<file path="src/rtl/core/zzrr_pkg.sv">
`timescale 1ns / 1ps
`default_nettype none

package zzrr_pkg;

  localparam int unsigned MAX_LEN  = 64;
  localparam int unsigned MAX_ROWS = 16;

  localparam int unsigned CHAR_W = 8;
  localparam int unsigned ADDR_W = $clog2(MAX_LEN);
  localparam int unsigned CNT_W  = $clog2(MAX_LEN + 1);
  localparam int unsigned RAIL_W = $clog2(MAX_ROWS);
  localparam int unsigned ROWS_W = 5;

  typedef enum logic [2:0] {
    ST_IDLE  = 3'b001,
    ST_START = 3'b010,
    ST_EMIT  = 3'b100
  } zzrr_state_e;

  // Commands from the controller to the datapath.
  typedef struct packed {
    logic store;  // write the accepted word into the rail lists
    logic first;  // fetch the head of the lowest occupied rail
    logic walk;   // step along the current rail or on to the next one
    logic clear;  // drop the message state after the final word
  } zzrr_cmd_t;

  // Status from the datapath to the controller.
  typedef struct packed {
    logic at_tail;     // current word is the last one of its rail
    logic more_rails;  // an occupied rail follows the current one
  } zzrr_stat_t;

endpackage

`default_nettype wire

</file>
<file path="src/rtl/core/zigzag_rail_reorder.sv">
`timescale 1ns / 1ps
`default_nettype none

// Channel   Direction  Handshake                  Payload
// input     in         start / busy               in_char_i, in_last_i
// result    out        out_strobe_o (no stall)    out_char_o, out_last_o, overflow_o
// config    in         cfg_valid_i / cfg_ready_o  cfg_data_i (num_rows)
//
// A word is taken whenever start is high while busy is low; busy stays low between message words.
// A word with in_last_i set starts the readout: a setup state (ST_START), then one
// result word per cycle over the stored rail lists.
// Reset clears the message state; the byte and link memories need no clearing.
// The receiver cannot stall; results appear on consecutive cycles.
module zigzag_rail_reorder (
  input  wire logic                        clk_i,
  input  wire logic                        rst_ni,
  input  wire logic                        start,
  output logic                             busy,
  input  wire logic [zzrr_pkg::CHAR_W-1:0] in_char_i,
  input  wire logic                        in_last_i,
  output logic                             out_strobe_o,
  output logic [zzrr_pkg::CHAR_W-1:0]      out_char_o,
  output logic                             out_last_o,
  output logic                             overflow_o,
  input  wire logic                        cfg_valid_i,
  output logic                             cfg_ready_o,
  input  wire logic [zzrr_pkg::ROWS_W-1:0] cfg_data_i
);

  zzrr_pkg::zzrr_cmd_t  cmd;
  zzrr_pkg::zzrr_stat_t stat;

  assign cfg_ready_o = 1'b1;

  zzrr_ctrl u_ctrl (
    .clk_i        (clk_i),
    .rst_ni       (rst_ni),
    .start        (start),
    .in_last_i    (in_last_i),
    .stat_i       (stat),
    .cmd_o        (cmd),
    .busy         (busy),
    .out_strobe_o (out_strobe_o),
    .out_last_o   (out_last_o)
  );

  zzrr_dp u_dp (
    .clk_i       (clk_i),
    .rst_ni      (rst_ni),
    .cfg_valid_i (cfg_valid_i),
    .cfg_data_i  (cfg_data_i),
    .in_char_i   (in_char_i),
    .cmd_i       (cmd),
    .stat_o      (stat),
    .out_char_o  (out_char_o),
    .overflow_o  (overflow_o)
  );

endmodule

`default_nettype wire

</file>
<file path="src/rtl/core/zzrr_ctrl.sv">
`timescale 1ns / 1ps
`default_nettype none

module zzrr_ctrl (
  input  wire logic               clk_i,
  input  wire logic               rst_ni,
  input  wire logic               start,
  input  wire logic               in_last_i,
  input  wire zzrr_pkg::zzrr_stat_t stat_i,
  output zzrr_pkg::zzrr_cmd_t     cmd_o,
  output logic                    busy,
  output logic                    out_strobe_o,
  output logic                    out_last_o
);

  zzrr_pkg::zzrr_state_e state_q, state_d;

  always_ff @(posedge clk_i or negedge rst_ni) begin
    if (!rst_ni) begin
      state_q <= zzrr_pkg::ST_IDLE;
    end else begin
      state_q <= state_d;
    end
  end

  always_comb begin
    state_d      = state_q;
    cmd_o        = '0;
    busy         = 1'b1;
    out_strobe_o = 1'b0;
    out_last_o   = 1'b0;
    case (state_q)
      zzrr_pkg::ST_IDLE: begin
        busy = 1'b0;
        if (start) begin
          cmd_o.store = 1'b1;
          if (in_last_i) begin
            state_d = zzrr_pkg::ST_START;
          end
        end
      end
      zzrr_pkg::ST_START: begin
        cmd_o.first = 1'b1;
        state_d     = zzrr_pkg::ST_EMIT;
      end
      zzrr_pkg::ST_EMIT: begin
        out_strobe_o = 1'b1;
        cmd_o.walk   = 1'b1;
        if (stat_i.at_tail && !stat_i.more_rails) begin
          out_last_o  = 1'b1;
          cmd_o.clear = 1'b1;
          state_d     = zzrr_pkg::ST_IDLE;
        end
      end
      default: begin
        state_d = zzrr_pkg::ST_IDLE;
      end
    endcase
  end

endmodule

`default_nettype wire

</file>
<file path="src/rtl/core/zzrr_dp.sv">
`timescale 1ns / 1ps
`default_nettype none

module zzrr_dp (
  input  wire logic                          clk_i,
  input  wire logic                          rst_ni,
  input  wire logic                          cfg_valid_i,
  input  wire logic [zzrr_pkg::ROWS_W-1:0]   cfg_data_i,
  input  wire logic [zzrr_pkg::CHAR_W-1:0]   in_char_i,
  input  wire zzrr_pkg::zzrr_cmd_t           cmd_i,
  output zzrr_pkg::zzrr_stat_t               stat_o,
  output logic [zzrr_pkg::CHAR_W-1:0]        out_char_o,
  output logic                               overflow_o
);

  localparam int unsigned AW = zzrr_pkg::ADDR_W;
  localparam int unsigned CW = zzrr_pkg::CNT_W;
  localparam int unsigned RW = zzrr_pkg::RAIL_W;
  localparam int unsigned NW = zzrr_pkg::ROWS_W;
  localparam int unsigned NR = zzrr_pkg::MAX_ROWS;

  // Lowest occupied rail at or above from_idx.
  function automatic logic [RW:0] find_rail(input logic [NR-1:0] valid,
                                            input logic [NW-1:0] from_idx);
    logic [RW:0] res;
    res = '0;
    for (int i = NR - 1; i >= 0; i--) begin
      if (valid[i] && (NW'(i) >= from_idx)) begin
        res = {1'b1, RW'(i)};
      end
    end
    return res;
  endfunction

  logic [NW-1:0]               num_rows_q;
  logic [CW-1:0]               fill_q;
  logic [RW-1:0]               rail_pos_q;
  logic                        moving_up_q;
  logic                        ovf_q;
  logic [NR-1:0]               rail_valid_q;
  logic [AW-1:0]               head_q [NR];
  logic [AW-1:0]               tail_q [NR];
  logic [zzrr_pkg::CHAR_W-1:0] byte_mem [zzrr_pkg::MAX_LEN];
  logic [AW-1:0]               next_mem [zzrr_pkg::MAX_LEN];
  logic [zzrr_pkg::CHAR_W-1:0] rd_byte_q;
  logic [AW-1:0]               rd_next_q;
  logic [AW-1:0]               cur_q;
  logic [RW-1:0]               rail_q;

  logic [NW-1:0] rows;
  logic [RW-1:0] top;
  logic [RW-1:0] pos;
  logic [RW-1:0] pos_d;
  logic          up_d;
  logic          has_room;
  logic [AW-1:0] wr_addr;
  logic [RW-1:0] tail_sel;
  logic [AW-1:0] tail_rd;
  logic [NW-1:0] search_from;
  logic [RW:0]   found;
  logic [AW-1:0] head_rd;
  logic          at_tail;
  logic          rd_en;
  logic [AW-1:0] rd_addr;

  always_ff @(posedge clk_i or negedge rst_ni) begin
    if (!rst_ni) begin
      num_rows_q <= NW'(1);
    end else if (cfg_valid_i) begin
      num_rows_q <= cfg_data_i;
    end
  end

  // Rail count in use: zero acts as one, large values saturate.
  always_comb begin
    if (num_rows_q == '0) begin
      rows = NW'(1);
    end else if (num_rows_q > NW'(NR)) begin
      rows = NW'(NR);
    end else begin
      rows = num_rows_q;
    end
    top = RW'(rows - NW'(1));
    pos = (rail_pos_q > top) ? top : rail_pos_q;
    pos_d = pos;
    up_d  = moving_up_q;
    if (top == '0) begin
      pos_d = '0;
      up_d  = 1'b0;
    end else if (!moving_up_q) begin
      if (pos >= top) begin
        up_d  = 1'b1;
        pos_d = top - RW'(1);
      end else begin
        pos_d = pos + RW'(1);
      end
    end else begin
      if (pos == '0) begin
        up_d  = 1'b0;
        pos_d = RW'(1);
      end else begin
        pos_d = pos - RW'(1);
      end
    end
  end

  assign has_room = (fill_q < CW'(zzrr_pkg::MAX_LEN));
  assign wr_addr  = fill_q[AW-1:0];

  assign tail_sel    = cmd_i.store ? pos : rail_q;
  assign tail_rd     = tail_q[tail_sel];
  assign at_tail     = (cur_q == tail_rd);
  assign search_from = cmd_i.first ? '0 : (NW'(rail_q) + NW'(1));
  assign found       = find_rail(rail_valid_q, search_from);
  assign head_rd     = head_q[found[RW-1:0]];

  assign stat_o.at_tail    = at_tail;
  assign stat_o.more_rails = found[RW];

  // Each rail is a linked list through next_mem; walking it reads one word a cycle.
  always_comb begin
    rd_en   = 1'b0;
    rd_addr = head_rd;
    if (cmd_i.first) begin
      rd_en = 1'b1;
    end else if (cmd_i.walk) begin
      if (!at_tail) begin
        rd_en   = 1'b1;
        rd_addr = rd_next_q;
      end else if (found[RW]) begin
        rd_en = 1'b1;
      end
    end
  end

  always_ff @(posedge clk_i or negedge rst_ni) begin
    if (!rst_ni) begin
      fill_q       <= '0;
      rail_pos_q   <= '0;
      moving_up_q  <= 1'b0;
      ovf_q        <= 1'b0;
      rail_valid_q <= '0;
    end else if (cmd_i.clear) begin
      fill_q       <= '0;
      rail_pos_q   <= '0;
      moving_up_q  <= 1'b0;
      ovf_q        <= 1'b0;
      rail_valid_q <= '0;
    end else if (cmd_i.store) begin
      if (has_room) begin
        fill_q            <= fill_q + CW'(1);
        rail_pos_q        <= pos_d;
        moving_up_q       <= up_d;
        rail_valid_q[pos] <= 1'b1;
      end else begin
        ovf_q <= 1'b1;
      end
    end
  end

  always_ff @(posedge clk_i) begin
    if (cmd_i.store && has_room) begin
      byte_mem[wr_addr] <= in_char_i;
      if (rail_valid_q[pos]) begin
        next_mem[tail_rd] <= wr_addr;
      end else begin
        head_q[pos] <= wr_addr;
      end
      tail_q[pos] <= wr_addr;
    end
  end

  always_ff @(posedge clk_i) begin
    if (rd_en) begin
      rd_byte_q <= byte_mem[rd_addr];
      rd_next_q <= next_mem[rd_addr];
      cur_q     <= rd_addr;
    end
    if (rd_en && (cmd_i.first || at_tail)) begin
      rail_q <= found[RW-1:0];
    end
  end

  assign out_char_o = rd_byte_q;
  assign overflow_o = ovf_q;

endmodule

`default_nettype wire
</file>
<file path="config.mk">
export PLATFORM = sky130hd
export DESIGN_NAME = zigzag_rail_reorder
export DESIGN_NICKNAME = d
export VERILOG_FILES = /design/src/rtl/core/zzrr_pkg.sv /design/src/rtl/core/zigzag_rail_reorder.sv /design/src/rtl/core/zzrr_ctrl.sv /design/src/rtl/core/zzrr_dp.sv
export SDC_FILE = /design/constraint.sdc
export NUM_CORES = 1
export LEC_CHECK = 0
export BUFFER_PORTS_ARGS = -buffer_cell sky130_fd_sc_hd__buf_2
export CAP_MARGIN = 20
export CORE_MARGIN = 1.5
export CORE_UTILIZATION = 35
export DETAILED_ROUTE_END_ITERATION = 7
export PLACE_DENSITY = 0.6
export SLEW_MARGIN = 20
export SYNTH_ARGS = -nofsm -noshare
export SYNTH_HDL_FRONTEND = slang
export SYNTH_SLANG_ARGS = --single-unit
</file>
<file path="constraint.sdc">
create_clock -name clk_i -period 12.7 [get_ports clk_i]
set_clock_uncertainty 0.1 [all_clocks]
set_input_delay 1.27 -clock clk_i [delete_from_list [all_inputs] [get_ports clk_i]]
set_output_delay 1.27 -clock clk_i [all_outputs]
set_load 0.005 [all_outputs]
</file>
# == Word-level counts from Yosys, hierarchy flattened ==
# Memory sizes are Yosys's and may differ from the RTL's. A register that Yosys moved wholly into a read port is not among the register bits.
# Index checks and enable logic that the tools add are counted.
# totals
ff_bits,47
ramBits,1088
out_inout_bits,13
elab_cells,155
n_memories,4
# classes
addsub,6
order_cmp,22
n_eq_ne,8
muxes,75
bitwise,1
n_reduce_logical,30
# mem_list
name,words,width,rd,rd_clocked_by_memory_dff,write_ports,line_no,text
u_dp.byte_mem,64,8,1,1,1,zzrr_dp.sv:43,logic [zzrr_pkg::CHAR_W-1:0] byte_mem [zzrr_pkg::MAX_LEN];
u_dp.next_mem,64,6,1,1,1,zzrr_dp.sv:44,logic [AW-1:0] next_mem [zzrr_pkg::MAX_LEN];
u_dp.head_q,16,6,1,0,1,zzrr_dp.sv:41,logic [AW-1:0] head_q [NR];
u_dp.tail_q,16,6,1,0,1,zzrr_dp.sv:42,logic [AW-1:0] tail_q [NR];
# op_table
cell,count
5-bit 2-to-1 mux,17
16-bit 2-to-1 mux,3
4-bit 2-to-1 mux,11
"4-bit by 5-bit greater-or-equal comparator with 1-bit output, first input constant",8
1-bit 2-to-1 mux,31
7-bit 2-to-1 mux,3
"3-bit by 5-bit greater-or-equal comparator with 1-bit output, first input constant",4
1-bit logical AND,20
6-bit 2-to-1 mux,3
16-bit OR,1
"4-bit by 1-bit subtractor with 4-bit output, second input constant",3
"1-bit by 5-bit greater-or-equal comparator with 1-bit output, first input constant",2
"2-bit by 5-bit greater-or-equal comparator with 1-bit output, first input constant",2
3-bit 2-to-1 mux,3
3-bit one-hot mux with 3 select lines,1
4-bit logical NOT,2
"7-bit by 1-bit adder with 7-bit output, second input constant",1
"7-bit less-than comparator, second input constant",1
6-bit == test,1
"2-bit inequality test, second input constant",3
"4-bit by 1-bit adder with 5-bit output, second input constant",1
"5-bit > comparator, second input constant",1
5-bit logical NOT,1
"4-bit by 5-bit less-than comparator with 1-bit output, second input constant",1
other kinds (16),18

# == Depth between registers and ports, before layout ==
# logic_depth
word_depth,28
mapped_depth,29
depth_no_buf,24

# == Modules after synthesis ==
# A second synthesis with hierarchy kept.
# hier_totals
hier_cells,3543
area_unflattened_um2,48187.5
# by_module_without_submodules
mod,n_inst,cells_per_inst,area_per_inst_um2,seq_area_each_um2
zzrr_dp,1,3522,47989.8,34244.1
zzrr_ctrl,1,19,186.4,76.3
zigzag_rail_reorder,1,2,11.3,0.0

# == Least setup slack after synthesis ==
# OpenSTA, ideal clock, no wires.
# synth_path
kind,reg2reg
from,register u_dp.num_rows_q[1]
to,"register u_dp.cur_q[0], enable pin"
setup_time_ns,0.427
arrival_ns,5.424
setup_slack_ns,6.748
stages_incl_launch_ff,21
synth_period_minus_slack_ns,5.952
cell_sequence,dfrtp_1 -> nor3_1 -> o21bai_1 -> ha_1 -> xnor2_1 -> inv_1 -> ha_1 -> a21oi_1 -> nand2_1 -> o21ai_1 -> a211o_1 -> buf_2 -> buf_2 -> buf_1 -> a31oi_1 -> a32oi_1 -> nand3_1 -> nor3b_2 -> nand3_1 -> nor2_1 -> o21ai_0
# synth_via
elab_chain_len,12
elab_cells_between_ends,13
# synth_rtl
item,line_no,text
"start, declared",zzrr_dp.sv:35,logic [NW-1:0] num_rows_q;
"start signal, assigned",zzrr_dp.sv:70,num_rows_q <= cfg_data_i;
5-bit > comparator,zzrr_dp.sv:78,end else if (num_rows_q > NW'(NR)) begin
4-bit 2-to-1 mux,zzrr_dp.sv:78,
4-bit 2-to-1 mux *,zzrr_dp.sv:76,if (num_rows_q == '0) begin
4-bit by 1-bit subtractor with 4-bit output *,zzrr_dp.sv:83,top = RW'(rows - NW'(1));
4-bit > comparator,zzrr_dp.sv:84,pos = (rail_pos_q > top) ? top : rail_pos_q;
4-bit 2-to-1 mux *,zzrr_dp.sv:84,
4-bit 2-to-1 mux *,zzrr_dp.sv:110,assign tail_sel = cmd_i.store ? pos : rail_q;
memory read 16 x 6 bit *,-,
6-bit == test *,zzrr_dp.sv:112,assign at_tail = (cur_q == tail_rd);
1-bit 2-to-1 mux *,zzrr_dp.sv:127,if (!at_tail) begin
1-bit 2-to-1 mux *,zzrr_dp.sv:126,end else if (cmd_i.walk) begin
1-bit 2-to-1 mux *,zzrr_dp.sv:124,if (cmd_i.first) begin
named net u_dp.rd_en,zzrr_dp.sv:63,logic rd_en;
"end signal, assigned",zzrr_dp.sv:177,cur_q <= rd_addr;
"end, declared",zzrr_dp.sv:47,logic [AW-1:0] cur_q;
# Mark *: on every way through the listed nets, which the timed path passes. The rest lies on a longest branch.
# A chain may end at the register's enable or synchronous reset.

# == Final worst setup path ==
# layout_path
from,register u_dp.num_rows_q[1]
to,register u_dp.rd_next_q[2] (read register of u_dp.next_mem) (data pin)
# layout_via
elab_chain_len,12
elab_cells_between_ends,16
# layout_rtl
item,line_no,text
5-bit > comparator,zzrr_dp.sv:78,
4-bit 2-to-1 mux,zzrr_dp.sv:78,
4-bit 2-to-1 mux *,zzrr_dp.sv:76,
4-bit by 1-bit subtractor with 4-bit output *,zzrr_dp.sv:83,
4-bit > comparator,zzrr_dp.sv:84,
4-bit 2-to-1 mux *,zzrr_dp.sv:84,
4-bit 2-to-1 mux *,zzrr_dp.sv:110,
memory read 16 x 6 bit *,-,
6-bit == test *,zzrr_dp.sv:112,
6-bit 2-to-1 mux / 1-bit 2-to-1 mux (equally long branches),zzrr_dp.sv:127,
6-bit 2-to-1 mux / 1-bit 2-to-1 mux (equally long branches),zzrr_dp.sv:126,
6-bit 2-to-1 mux / 1-bit 2-to-1 mux (equally long branches),zzrr_dp.sv:124,
"end, declared",zzrr_dp.sv:46,logic [AW-1:0] rd_next_q;
# Every way passes the cells marked *; elsewhere a longest branch is shown, timed or not.

==> key figures <==
Timing
  – Setup_tns: 0 ns
  – Fmax: 0.1048 GHz
  – Slew Viols, Final: 0
  – Least-Margin Pin Slew: 1.072 ns
  – Final hold vios: 0
  – Period utilisation layout: 0.7516
  – Max_slew headroom: 0.2853
  – RSZ-0062 raised after global routing: no
  – Tmin final: 9.545 ns
  – Final setup viols: 0

Clock network
  – CTS Root Buffer Type: clkbuf_16
  – CTS buffer count: 111
  – Postcts setup bufs: 0
  – CTS tree: done
  – CTS hold repair buffers: 0
  – CTS Buffer Depth: 3
  – Clk sinks: 1149
  – CTS resizes: 0
  – H-Tree Depth: 3
  – Clock Pin Slew Worst Setup and Hold Paths: 0.06 ns
  – Clock Latency Late Sink: 0.74 ns

Synth
  – Synth Instances: 3243
  – Top post-synthesis cells by area: edfxtp_1 (71%), mux2i_1 (6.1%), nand2_1 (3.9%), dfrtp_1 (1.9%), nor2_1 (1.8%)
  – Yosys warnings: 0
  – EDFF count, synth: 1112
  – Yosys top cell by area: edfxtp_1
  – Post-Syn Nets: 3277
  – Most used DFF post-synth: edfxtp_1
  – Synth Register Bits: 1149
  – Synthesized area per cell: 14.53 µm²
  – Netlist cell types: 85
  – Post-synth ARST share: 0.03220
  – Synth Cell Area: 0.04712 mm²
  – Area share of the largest cell type after synthesis: 0.7087
  – Sequential share of the synthesized area: 0.7284

Drt
  – # DRC: 0
  – Wire per inst: 24.50 µm
  – Routed wire length: 125300 µm
  – Vias/cell: 5.527
  – DR vias: 28.27k
  – Starting DRT DRC Count: 3319
  – Pre-antenna DRT Iters: 6
  – Final ANT Viol Nets: 0

Die
  – Starting Density: 0.3531
  – Core Region: 0.1335 mm²
  – Row cnt: 134
  – Die ar.: 0.1368 mm²
  – Die X-Extent: 369.9 µm
  – Chip height: 369.9 µm
  – Top-level I/O count: 31

Worst hold path
  – Worst hold path type: register to register

Place
  – Routability cong.: 0.8811
  – Dpl hpwl: 75500 µm
  – DP Area: 0.04923 mm²
  – Number of instances in the placed design: 4906
  – PortBufs: 29

Cells and area
  – Final instance area: 0.05279 mm²
  – Ant. Diodes: 0
  – Nets: 3286
  – Share of post-route cells with drive strength above 1: 0.09259
  – Area delta synth->final: 12.03%
  – Finished Layout Cells: 5116
  – # fillers: 12.38k

Setup path
  – Crit start category: register
  – CP max FO: 86
  – Max incr delay on CP: 0.84 ns
  – Critical-path top delay cell: mux2i_1
  – Worst EP arrival: 9.92 ns
  – Crit end category: register
  – Critical path class: register to register
  – Critical Path RT: 13.07 ns

Global route
  – Largest net degree at the start of global routing: 105
  – First-pass GRT wire length: 185500 µm
  – Grt peak-use layer: met2
  – Vias in the first global route: 27.07k
  – GRT met2 Usage: 0.2741
  – Remaining global-route overflow: 0
  – Antenna violations before repair: 0
  – M3 GR Usage: 0.03737
  – Total Routing Usage GR: 0.1808
  – Grt met1 use: 0.2634

Outcome
  – Status: finished, final reports clean

Flow run
  – MaxCap Viol Count: 0
## layer usage
| layer | wire length, µm | part of all wire |
|---|---|---|
| met1 | 55720 | 0.44 |
| met2 | 56590 | 0.45 |
| met3 | 10390 | 0.083 |
| met4 | 2631 | 0.021 |
| met5 | 0 | 0 |
## area by class of cell
cell class | instances | area, µm² | area share
timing repair buffer | 93 | 645.6 | 0.01223
clock inverter | 69 | 595.6 | 0.01128
clock buffer | 140 | 2929 | 0.05549
inverter | 30 | 127.6 | 0.002418
sequential | 1149 | 34340 | 0.6506
multi-input combinational | 1867 | 11940 | 0.2261
tap | 1768 | 2212 | 0.04190
## critical path: cells and delay by family, from the launching register on
family	cells	cell delay, ns
xor+xnor	2	0.66
compound gates	8	1.98
fa+ha+maj	2	0.65
flops	1	0.40
simple gates	6	2.01
buf+inv	5	1.94
mux	2	1.24
## synthesized netlist by cell type, types with 15 or more instances
library cell  number
o2111ai_1         30
edfxtp_1        1112
inv_1             25
a22oi_1           22
and3_1            19
a21oi_1          106
mux2i_1          285
nand4_1           31
o21ai_0           38
a221oi_1          58
nand2_1          489
buf_1             20
clkbuf_1         113
mux4_2            17
ha_1              16
nand3_1          153
dfrtp_1           35
a221o_1           27
buf_2             50
and2_1            22
a32oi_1           83
nor3_1            15
a31oi_1           43
nor2_1           232
## cells in the final DEF, fill, tap and decap left out, types with 16 or more instances in the layout
cell type	synthesis	routed
clkinv_2	0	20
a21oi_1	106	105
a22oi_1	22	22
a221oi_1	58	58
buf_4	12	63
o2111ai_1	30	30
and2_1	22	22
nand4_1	31	31
inv_1	25	25
clkbuf_1	113	27
a31oi_1	43	42
clkinv_1	0	33
edfxtp_1	1112	1112
clkbuf_16	0	113
a221o_1	27	27
nand2_1	489	489
dfrtp_1	35	29
nor2_1	232	232
buf_2	50	29
a32oi_1	83	83
ha_1	16	16
o21ai_0	38	36
mux4_2	17	17
nand3_1	153	153
mux2i_1	285	284
and3_1	19	19
## metrics by stage
stage                     hold slack, ns    util  setup slack (ns)
after floorplan                   0.3797       -             6.748
after global placement            0.3817  0.3689             3.722
after detailed placement          0.3981  0.3689             3.447
after CTS                         0.4143  0.3953             3.404
after global routing              0.4432  0.3956             2.758
final                             0.4046  0.3956             3.155
## kinds of logic after synthesis
logic type,Yosys count,synth area share
mux,311,0.07119
compound gates,498,0.07759
flops,1149,0.7284
other cells,1,0.00007959
buf+inv,227,0.02074
fa+ha+maj,16,0.004249
simple gates,1027,0.09517
xor+xnor,14,0.002602
## registers in the layout (all words and copies together), names as in the netlist, 7 cells and up
name               cells
u_dp.rail_valid_q     16
u_dp.tail_q           96
u_dp.byte_mem        512
u_dp.head_q           96
u_dp.fill_q            7
u_dp.next_mem        384
u_dp.out_char_o        8
## final timing paths
kind,start,end,slack [ns],cells after the start
setup / recovery,u_dp.num_rows_q[1],u_dp.rd_next_q[2],3.15,25
hold reg to reg,u_dp.overflow_o,u_dp.overflow_o,0.40,2
min in group asynchronous,rst_ni,u_dp.rail_valid_q[4],0.59,1
max in group asynchronous,rst_ni,u_dp.fill_q[1],11.18,1
hold / removal,u_dp.overflow_o,u_dp.overflow_o,0.40,2
setup reg to reg,u_dp.num_rows_q[1],u_dp.rd_next_q[2],3.15,25
Power is left out: the tool's default activity adds up to more than one toggle a clock period on the data nets, which glitch-free logic cannot reach.
